[src/design/stli_pkg.sv]
// Shared types and codes for the sorted table linear interpolator.
package stli_pkg;

   localparam logic [1:0] MODE_LOAD   = 2'd0;
   localparam logic [1:0] MODE_QUERY  = 2'd1;
   localparam logic [1:0] MODE_CLEAR  = 2'd2;
   localparam logic [1:0] MODE_UNUSED = 2'd3;

   localparam logic [2:0] ST_OK    = 3'd0;
   localparam logic [2:0] ST_FULL  = 3'd1;
   localparam logic [2:0] ST_FEW   = 3'd2;
   localparam logic [2:0] ST_ABOVE = 3'd3;
   localparam logic [2:0] ST_ZERO  = 3'd4;
   localparam logic [2:0] ST_SAT   = 3'd5;

   typedef struct packed {
      logic [1:0]         mode;
      logic signed [15:0] key;
      logic signed [15:0] value;
   } req_type;

   typedef struct packed {
      logic signed [15:0] result_value;
      logic [2:0]         status;
      logic [6:0]         entry_count;
   } rsp_type;

endpackage

[src/design/stli_ram.sv]
// Generic single-port RAM with registered read.
module stli_ram #(
   parameter int WIDTH = 16,
   parameter int DEPTH = 64
) (
   input  logic                     clock,
   input  logic                     wr_en,
   input  logic [$clog2(DEPTH)-1:0] addr,
   input  logic [WIDTH-1:0]         wr_data,
   output logic [WIDTH-1:0]         rd_data
);
   logic [WIDTH-1:0] mem_ff [DEPTH];

   // Write or read one entry per cycle
   always_ff @(posedge clock) begin
      if (wr_en) mem_ff[addr] <= wr_data;
      rd_data <= mem_ff[addr];
   end
endmodule

[src/design/stli_front.sv]
// Front end: request queue between the input port and the table engine.
module stli_front (
   input  logic             clock,
   input  logic             reset,
   input  logic             req_valid,
   output logic             req_ready,
   input  stli_pkg::req_type req_data,
   output logic             cmd_valid,
   input  logic             cmd_ready,
   output stli_pkg::req_type cmd_data
);
   import stli_pkg::*;

   req_type    q_ff [2];
   req_type    q_in [2];
   logic [1:0] cnt_ff, cnt_in;
   logic       push, pop;

   assign req_ready = (cnt_ff != 2'd2);
   assign cmd_valid = (cnt_ff != 2'd0);
   assign cmd_data  = q_ff[0];
   assign push      = req_valid && req_ready;
   assign pop       = cmd_valid && cmd_ready;

   // Shift the two-entry queue
   always_comb begin
      q_in   = q_ff;
      cnt_in = cnt_ff;
      if (pop) begin
         q_in[0] = q_ff[1];
         cnt_in  = cnt_in - 2'd1;
      end
      if (push) begin
         q_in[cnt_in[0]] = req_data;
         cnt_in = cnt_in + 2'd1;
      end
   end

   always_ff @(posedge clock) begin
      q_ff <= q_in;
      if (reset) cnt_ff <= '0;
      else       cnt_ff <= cnt_in;
   end
endmodule

[src/design/stli_div.sv]
// Iterative restoring divider, one quotient bit per cycle.
module stli_div (
   input  logic        clock,
   input  logic        reset,
   input  logic        start,
   input  logic [32:0] dividend,
   input  logic [16:0] divisor,
   output logic        done,
   output logic [32:0] quotient
);
   logic [32:0] quo_ff, quo_in;
   logic [16:0] rem_ff, rem_in;
   logic [16:0] dvs_ff, dvs_in;
   logic [5:0]  cnt_ff, cnt_in;
   logic        busy_ff, busy_in;
   logic [17:0] trial;

   assign quotient = quo_ff;
   assign done     = busy_ff && (cnt_ff == 6'd0);
   assign trial    = {rem_ff, quo_ff[32]};

   // Shift in one dividend bit, subtract when it fits
   always_comb begin
      quo_in  = quo_ff;
      rem_in  = rem_ff;
      dvs_in  = dvs_ff;
      cnt_in  = cnt_ff;
      busy_in = busy_ff;
      if (start) begin
         quo_in  = dividend;
         rem_in  = '0;
         dvs_in  = divisor;
         cnt_in  = 6'd33;
         busy_in = 1'b1;
      end else if (busy_ff && cnt_ff != 6'd0) begin
         if (trial >= {1'b0, dvs_ff}) begin
            rem_in = 17'(trial - {1'b0, dvs_ff});
            quo_in = {quo_ff[31:0], 1'b1};
         end else begin
            rem_in = trial[16:0];
            quo_in = {quo_ff[31:0], 1'b0};
         end
         cnt_in = cnt_ff - 6'd1;
      end else if (done) begin
         busy_in = 1'b0;
      end
   end

   always_ff @(posedge clock) begin
      quo_ff <= quo_in;
      rem_ff <= rem_in;
      dvs_ff <= dvs_in;
      if (reset) begin
         cnt_ff  <= '0;
         busy_ff <= 1'b0;
      end else begin
         cnt_ff  <= cnt_in;
         busy_ff <= busy_in;
      end
   end
endmodule

[src/design/stli_engine.sv]
// Back end: table walk, insertion shift, interpolation and result register.
module stli_engine #(
   parameter int TABLE_DEPTH = 64
) (
   input  logic              clock,
   input  logic              reset,
   input  logic              cmd_valid,
   output logic              cmd_ready,
   input  stli_pkg::req_type cmd_data,
   output logic              rsp_valid,
   input  logic              rsp_ready,
   output stli_pkg::rsp_type rsp_data
);
   import stli_pkg::*;

   localparam int AW = $clog2(TABLE_DEPTH);
   localparam int CW = $clog2(TABLE_DEPTH + 1);

   localparam logic [3:0] S_IDLE  = 4'd0;
   localparam logic [3:0] S_LSCAN = 4'd1;
   localparam logic [3:0] S_LRD   = 4'd2;
   localparam logic [3:0] S_LWR   = 4'd3;
   localparam logic [3:0] S_QSCAN = 4'd4;
   localparam logic [3:0] S_QLO   = 4'd5;
   localparam logic [3:0] S_QMUL  = 4'd6;
   localparam logic [3:0] S_QDIV  = 4'd7;
   localparam logic [3:0] S_QDONE = 4'd8;
   localparam logic [3:0] S_OUT   = 4'd9;
   localparam logic [3:0] S_QHI   = 4'd10;

   logic [3:0]          st_ff, st_in;
   logic [CW-1:0]       count_ff, count_in;
   logic [CW-1:0]       idx_ff, idx_in;
   req_type             cur_ff, cur_in;
   rsp_type             out_ff, out_in;
   logic                out_v_ff, out_v_in;
   logic                above_ff, above_in;
   logic signed [15:0]  k1_ff, k1_in, v1_ff, v1_in, k0_ff, k0_in, v0_ff, v0_in;
   logic signed [16:0]  dk_ff, dk_in;
   logic signed [33:0]  num_ff, num_in;
   logic                neg_ff, neg_in;
   logic                rd_wait_ff, rd_wait_in;

   logic                ram_we;
   logic [AW-1:0]       ram_addr;
   logic [15:0]         ram_kw, ram_vw, ram_kr, ram_vr;
   logic                div_start, div_done;
   logic [32:0]         div_dvd, div_quo;
   logic signed [34:0]  res;
   logic [CW-1:0]       count_p1;
   logic [6:0]          cnt7;

   stli_ram #(.WIDTH(16), .DEPTH(TABLE_DEPTH)) u_key_ram (
      .clock(clock), .wr_en(ram_we), .addr(ram_addr), .wr_data(ram_kw), .rd_data(ram_kr));
   stli_ram #(.WIDTH(16), .DEPTH(TABLE_DEPTH)) u_val_ram (
      .clock(clock), .wr_en(ram_we), .addr(ram_addr), .wr_data(ram_vw), .rd_data(ram_vr));

   stli_div u_div (
      .clock(clock), .reset(reset), .start(div_start), .dividend(div_dvd),
      .divisor(dk_ff), .done(div_done), .quotient(div_quo));

   assign cmd_ready = (st_ff == S_IDLE) && !out_v_ff;
   assign rsp_valid = out_v_ff;
   assign rsp_data  = out_ff;
   assign count_p1  = count_ff + CW'(1);
   // magnitude of the product plus half the divisor, for round to nearest
   assign div_dvd   = 33'(num_ff[33] ? -num_ff : num_ff) + 33'(dk_ff[16:1]);
   assign res       = 35'(v0_ff) + (neg_ff ? -35'(div_quo) : 35'(div_quo));

   // Walk the table, one entry per cycle on query; loads shift entries up
   always_comb begin
      st_in      = st_ff;
      count_in   = count_ff;
      idx_in     = idx_ff;
      cur_in     = cur_ff;
      out_in     = out_ff;
      out_v_in   = out_v_ff;
      above_in   = above_ff;
      k0_in = k0_ff; k1_in = k1_ff; v0_in = v0_ff; v1_in = v1_ff;
      dk_in      = dk_ff;
      num_in     = num_ff;
      neg_in     = neg_ff;
      rd_wait_in = 1'b0;
      ram_we     = 1'b0;
      ram_addr   = idx_ff[AW-1:0];
      ram_kw     = cur_ff.key;
      ram_vw     = cur_ff.value;
      div_start  = 1'b0;
      cnt7       = 7'(count_ff);
      if (out_v_ff && rsp_ready) out_v_in = 1'b0;
      case (st_ff)
         S_IDLE: begin
            if (cmd_valid && cmd_ready) begin
               cur_in = cmd_data;
               out_in = '{result_value: '0, status: ST_OK, entry_count: cnt7};
               case (cmd_data.mode)
                  MODE_LOAD: begin
                     if (count_ff >= CW'(TABLE_DEPTH)) begin
                        out_in.status = ST_FULL;
                        st_in = S_OUT;
                     end else begin
                        // scan down from the top to find the insertion point
                        idx_in = count_ff;
                        st_in  = S_LSCAN;
                     end
                  end
                  MODE_QUERY: begin
                     if (count_ff < CW'(2)) begin
                        out_in.status = ST_FEW;
                        st_in = S_OUT;
                     end else begin
                        idx_in = CW'(1);
                        rd_wait_in = 1'b1;
                        ram_addr = AW'(1);
                        st_in = S_QSCAN;
                     end
                  end
                  MODE_CLEAR: begin
                     count_in = '0;
                     out_in.entry_count = '0;
                     st_in = S_OUT;
                  end
                  default: st_in = S_OUT;
               endcase
            end
         end
         S_LSCAN: begin
            // idx is the candidate slot; look at entry idx-1
            if (idx_ff == '0) st_in = S_LWR;
            else begin
               ram_addr = AW'(idx_ff - CW'(1));
               st_in = S_LRD;
            end
         end
         S_LRD: begin
            ram_addr = AW'(idx_ff - CW'(1));
            if ($signed(ram_kr) <= cur_ff.key) st_in = S_LWR;
            else begin
               ram_we   = 1'b1;
               ram_addr = idx_ff[AW-1:0];
               ram_kw   = ram_kr;
               ram_vw   = ram_vr;
               idx_in   = idx_ff - CW'(1);
               st_in    = S_LSCAN;
            end
         end
         S_LWR: begin
            ram_we   = 1'b1;
            count_in = count_p1;
            out_in.entry_count = 7'(count_p1);
            st_in    = S_OUT;
         end
         S_QSCAN: begin
            if (!rd_wait_ff) begin
               ram_addr = idx_ff[AW-1:0];
               rd_wait_in = 1'b1;
            end else if (cur_ff.key > $signed(ram_kr) && idx_ff != count_ff - CW'(1)) begin
               idx_in = idx_ff + CW'(1);
               ram_addr = AW'(idx_ff + CW'(1));
               rd_wait_in = 1'b1;
            end else begin
               above_in = cur_ff.key > $signed(ram_kr);
               k1_in = ram_kr;
               v1_in = ram_vr;
               ram_addr = AW'(idx_ff - CW'(1));
               st_in = S_QHI;
            end
         end
         S_QHI: begin
            ram_addr = AW'(idx_ff - CW'(1));
            st_in = S_QLO;
         end
         S_QLO: begin
            k0_in = ram_kr;
            v0_in = ram_vr;
            dk_in = 17'(k1_ff) - 17'($signed(ram_kr));
            st_in = S_QMUL;
         end
         S_QMUL: begin
            if (dk_ff == '0) begin
               out_in.result_value = v0_ff;
               out_in.status = ST_ZERO;
               st_in = S_OUT;
            end else begin
               num_in = 34'(17'(cur_ff.key) - 17'(k0_ff)) * 34'(17'(v1_ff) - 17'(v0_ff));
               neg_in = 1'b0;
               st_in = S_QDIV;
            end
         end
         S_QDIV: begin
            // keep the sign, divide the rounded magnitude
            neg_in = num_ff[33];
            div_start = 1'b1;
            st_in = S_QDONE;
         end
         S_QDONE: begin
            if (div_done) begin
               out_in.status = above_ff ? ST_ABOVE : ST_OK;
               if (res > 35'sd32767) begin
                  out_in.result_value = 16'sh7fff;
                  if (!above_ff) out_in.status = ST_SAT;
               end else if (res < -35'sd32768) begin
                  out_in.result_value = 16'sh8000;
                  if (!above_ff) out_in.status = ST_SAT;
               end else out_in.result_value = res[15:0];
               st_in = S_OUT;
            end
         end
         S_OUT: begin
            out_v_in = 1'b1;
            st_in = S_IDLE;
         end
         default: st_in = S_IDLE;
      endcase
   end

   always_ff @(posedge clock) begin
      cur_ff <= cur_in; out_ff <= out_in; idx_ff <= idx_in;
      above_ff <= above_in; k0_ff <= k0_in; k1_ff <= k1_in;
      v0_ff <= v0_in; v1_ff <= v1_in; dk_ff <= dk_in;
      num_ff <= num_in; neg_ff <= neg_in; rd_wait_ff <= rd_wait_in;
      if (reset) begin
         st_ff    <= S_IDLE;
         count_ff <= '0;
         out_v_ff <= 1'b0;
      end else begin
         st_ff    <= st_in;
         count_ff <= count_in;
         out_v_ff <= out_v_in;
      end
   end
endmodule

[src/design/sorted_table_linear_interpolator.sv]
// Top level: sorted breakpoint table with linear interpolation lookup.
// A load scans down from the top, shifting each entry above the new key up a slot;
// a query walks the stored keys in turn, then runs the 33-step divider; clear and
// rejected requests respond without touching the table.
// One request is handled at a time; the next is taken once the response is accepted.
// Synchronous reset empties the table and the queue; table RAM is not cleared.
module sorted_table_linear_interpolator #(
   parameter int TABLE_DEPTH = 64
) (
   input  logic              clock,
   input  logic              reset,
   input  logic              req_valid,
   output logic              req_ready,
   input  stli_pkg::req_type req_data,
   output logic              rsp_valid,
   input  logic              rsp_ready,
   output stli_pkg::rsp_type rsp_data
);
   import stli_pkg::*;

   logic    cmd_valid, cmd_ready;
   req_type cmd_data;

   stli_front u_front (
      .clock(clock), .reset(reset), .req_valid(req_valid), .req_ready(req_ready),
      .req_data(req_data), .cmd_valid(cmd_valid), .cmd_ready(cmd_ready),
      .cmd_data(cmd_data));

   stli_engine #(.TABLE_DEPTH(TABLE_DEPTH)) u_engine (
      .clock(clock), .reset(reset), .cmd_valid(cmd_valid), .cmd_ready(cmd_ready),
      .cmd_data(cmd_data), .rsp_valid(rsp_valid), .rsp_ready(rsp_ready),
      .rsp_data(rsp_data));
endmodule
[config.mk]
export PLATFORM = sky130hd
export DESIGN_NAME = sorted_table_linear_interpolator
export DESIGN_NICKNAME = d
export VERILOG_FILES = /design/src/design/stli_pkg.sv /design/src/design/stli_ram.sv /design/src/design/stli_front.sv /design/src/design/stli_div.sv /design/src/design/stli_engine.sv /design/src/design/sorted_table_linear_interpolator.sv
export SDC_FILE = /design/constraint.sdc
export NUM_CORES = 2
export LEC_CHECK = 0
export BUFFER_PORTS_ARGS = -buffer_cell sky130_fd_sc_hd__buf_2
export CELL_PAD_IN_SITES_DETAIL_PLACEMENT = 0
export CELL_PAD_IN_SITES_GLOBAL_PLACEMENT = 1
export CORE_MARGIN = 2
export CORE_UTILIZATION = 45
export CTS_BUF_LIST = sky130_fd_sc_hd__clkbuf_16
export CTS_CLUSTER_SIZE = 16
export DETAILED_ROUTE_END_ITERATION = 10
export HOLD_SLACK_MARGIN = 0.08
export PLACE_DENSITY = 0.67
export SLEW_MARGIN = 20
export SYNTH_ARGS = -nofsm -noshare
export SYNTH_HDL_FRONTEND = slang
export SYNTH_HIERARCHICAL = 1
export SYNTH_SLANG_ARGS = --single-unit
[constraint.sdc]
create_clock -name clock -period 14.32 [get_ports clock]
set_input_delay 1.432 -clock clock [delete_from_list [all_inputs] [get_ports clock]]
set_output_delay 1.432 -clock clock [all_outputs]
set_load 0.02 [all_outputs]
==> results.json <==
{
  "outcome": "finished clean",
  "slew_viol_final": 0,
  "ys_ff_latch": 2419,
  "synth_top_area_share": 0.616,
  "regArea_um2": 71600,
  "worstHoldStart": "u_front/cmd_data[6]$_DFF_P_",
  "period_share": 0.658,
  "cap_violations": 0,
  "yosysTopAreaCell": "edfxtp_1",
  "initial_core_util": 0.453,
  "rsz0062_at_grt": "no",
  "cp-startpoint": "u_engine/v0_ff[0]$_DFFE_PP_",
  "worstPathMaxFanout": 18,
  "grt_overflow": 0,
  "vias": 69700,
  "cts_tree": "yes",
  "ctsHoldBuffers": 0,
  "critPathMaxStageDelay_ps": 550,
  "crit_path_end_kind": "flip-flop",
  "port_buffers": 65,
  "io_pins": 66,
  "synth_cell_types": 114,
  "routed_wl_mm": 326,
  "cts_buffers": 281,
  "grt_pass1_vias": 69200,
  "drc_errors": 0,
  "syn_nets": 8464,
  "viasPerCell": 6.02,
  "clock_latency_ps": 940,
  "cts_buffer_depth": 4,
  "place_congestion": 0.884,
  "synth_area_per_cell_um2": 14.3,
  "cp_slowest_cell": "fa_1",
  "grt_pass1_wl_mm": 478,
  "cts_resized": 0,
  "postSynthCellCount": 7896,
  "holdPathEnd": "u_engine/cur_ff[6]$_DFFE_PP_",
  "max_freq_ghz": 0.106,
  "chipWidth_um": 505,
  "layout-drive-gt1-share": 0.139,
  "multi_input_area_um2": 37400,
  "dp_hpwl_mm": 209,
  "r2r-end": "u_engine/num_ff[33]$_DFFE_PP_",
  "drtAntennaViolNets": 0,
  "grt_max_degree": 105,
  "wire_per_inst_um": 28.2,
  "hold_path.class": "flip-flop to flip-flop",
  "arrival_ps": 10020,
  "drt_iter0_markers": 7551,
  "cp_common_cell": "fa_1",
  "crit_type": "flip-flop to flip-flop",
  "drt_pass1_iterations": 5,
  "ys.warnings.count": 6,
  "worst_pin_slew_ps": 1320,
  "antenna_found_initial": 16,
  "setup_viol": 0,
  "syn_area_um2": 113000,
  "root_buffer": "clkbuf_16",
  "clock_sinks": 2419,
  "reg2reg_slack_ps": 4900,
  "synth_common_cells": "edfxtp_1, nor2_1, inv_1",
  "synth_flop_cell": "edfxtp_1",
  "synthArstFlopShare": 0,
  "die_h_um": 505,
  "die_area_um2": 255000,
  "syn2layout_area_growth_pct": 11.8,
  "hold_viol_final": 0,
  "final.min_clock_period_ps": 9420,
  "synth.most_common_cell": "edfxtp_1",
  "reg2reg_depth": 35,
  "hold_path_depth": 0,
  "grtUsageTotal": 0.252,
  "setup_tns_ps": 0,
  "r2r-start": "u_engine/v0_ff[0]$_DFFE_PP_",
  "synth_edf_count": 2314,
  "fin_nets": 8611,
  "path_clk_slew_ps": 60,
  "yosysSeqAreaShare": 0.635,
  "finalClockSkew_ps": 92.2,
  "htree_levels": 5,
  "cp.required_ps": 14920,
  "start_kind": "flip-flop",
  "slew_headroom": 0.115,
  "fill_cells": 21100,
  "synthTopCellsByArea": "edfxtp_1, fa_1, mux2i_1, ha_1, a22oi_1",
  "post_cts.repair.setup_buffers": 0,
  "rows": 183,
  "core_um2": 249000
}
## layout make-up
| class | instances | share of cell area |
|---|---|---|
| Clock buffer | 288 | 0.0572 |
| Tap cell | 3330 | 0.0330 |
| Inverter | 459 | 0.0137 |
| Antenna cell | 7 | 0.000139 |
| Clock inverter | 191 | 0.0112 |
| Sequential cell | 2419 | 0.568 |
| Timing Repair Buffer | 345 | 0.0199 |
| Multi-Input combinational cell | 4537 | 0.297 |
## cell usage in the layout, fill, tap and decap left out, types with 31 or more instances in the layout
cell	Yosys	routed
edfxtp_1	2314	2314
inv_1	455	504
nor2_1	472	455
nand2_1	401	400
a22oi_1	349	349
fa_1	302	302
clkbuf_16	0	288
mux2i_1	286	286
buf_4	70	273
a21oi_1	236	235
a221oi_1	233	233
ha_1	228	228
mux2_2	191	191
o21ai_0	191	189
xnor2_1	159	157
o22ai_1	117	117
dfxtp_1	105	105
nand3_1	83	82
nor2b_1	82	69
nand2b_1	68	67
buf_2	134	65
nor3_1	67	63
xor2_1	61	60
a31oi_1	60	58
a21o_1	52	52
clkinv_1	0	50
a211oi_1	50	50
nand4_1	49	49
clkinv_2	0	48
and2_1	53	47
and3_1	42	40
o221ai_1	37	37
o22a_1	36	36
a22o_1	33	33
mux2_4	31	31
## metal layers
metal / wire length, um / share of wire / up-vias / GRT usage
li1: - / - / 30500 / -
met1: 140000 / 0.43 / 36100 / 0.358
met2: 153000 / 0.47 / 2708 / 0.403
met3: 24500 / 0.075 / 478 / 0.0386
met4: 8790 / 0.027 / 6 / 0.0716
met5: 41 / 0.00013 / - / 0
## worst max-delay path: cells and delay by family, from the launching register on
family / cells / cell delay, ps
AO/OA/AOI/OAI: 16 / 3200
adder cells (fa/ha/maj): 9 / 3850
buffers and inverters: 4 / 240
flip-flops: 1 / 390
AND/OR/NAND/NOR: 5 / 1370
XOR/XNOR: 1 / 100
## worst max path at each step
stage	slack [ps]	endpoint
final	4900	u_engine/num_ff[33]$_DFFE_PP_
after floorplan	5840	u_engine/num_ff[33]$_DFFE_PP_
after detailed placement	4900	u_engine/num_ff[33]$_DFFE_PP_
after CTS	4870	u_engine/num_ff[33]$_DFFE_PP_
after global placement	4900	u_engine/num_ff[33]$_DFFE_PP_
after global routing	4240	u_engine/num_ff[33]$_DFFE_PP_
## flip-flops by register name (all words and copies together) (netlist names), 2 cells and up, named ones only
register                    count
u_engine/idx_ff                 7
u_engine/u_key_ram/mem_ff    1024
u_engine/u_div/dvs_ff          17
u_engine/v1_ff                 16
u_engine/rsp_data              26
u_engine/k1_ff                 16
u_engine/num_ff                34
u_front/cnt_ff                  2
u_engine/u_div/rem_ff          17
u_engine/dk_ff                 17
u_engine/u_div/cnt_ff           6
u_engine/cur_ff                32
u_engine/v0_ff                 16
u_front/cmd_data               34
u_engine/cnt7                   7
u_engine/u_val_ram/rd_data     16
u_engine/st_ff                  4
u_engine/u_key_ram/rd_data     16
u_engine/u_div/quotient        33
u_engine/u_val_ram/mem_ff    1024
u_engine/k0_ff                 16
## per-stage QoR
stage / setup slack [ps] / cell area (um^2) / hold WS, ps / utilization / cells
5_1_grt: 4240 / 126000 / 397 / 0.506 / 11600
2_1_floorplan: 5840 / 113000 / 420 / - / 7896
4_1_cts: 4870 / 126000 / 380 / 0.506 / 11600
3_5_place_dp: 4900 / 117000 / 413 / 0.472 / 11100
6_report: 4900 / 126000 / 380 / 0.507 / 11600
3_3_place_gp: 4900 / 117000 / 407 / 0.471 / 11100
## cells by family after synthesis
group                      after synthesis  synth area share
adders and majority gates              530            0.0789
xor gates and xnor gates               221            0.0173
buffers and inverters                  940            0.0368
and+or+nand+nor                       1513            0.0654
DFF                                   2419             0.635
AOI/OAI and AO/OA                     1736             0.112
muxes                                  537            0.0543
Power is not shown: default switching activity piles up to over one toggle a cycle in this logic, so the estimate is an artifact.
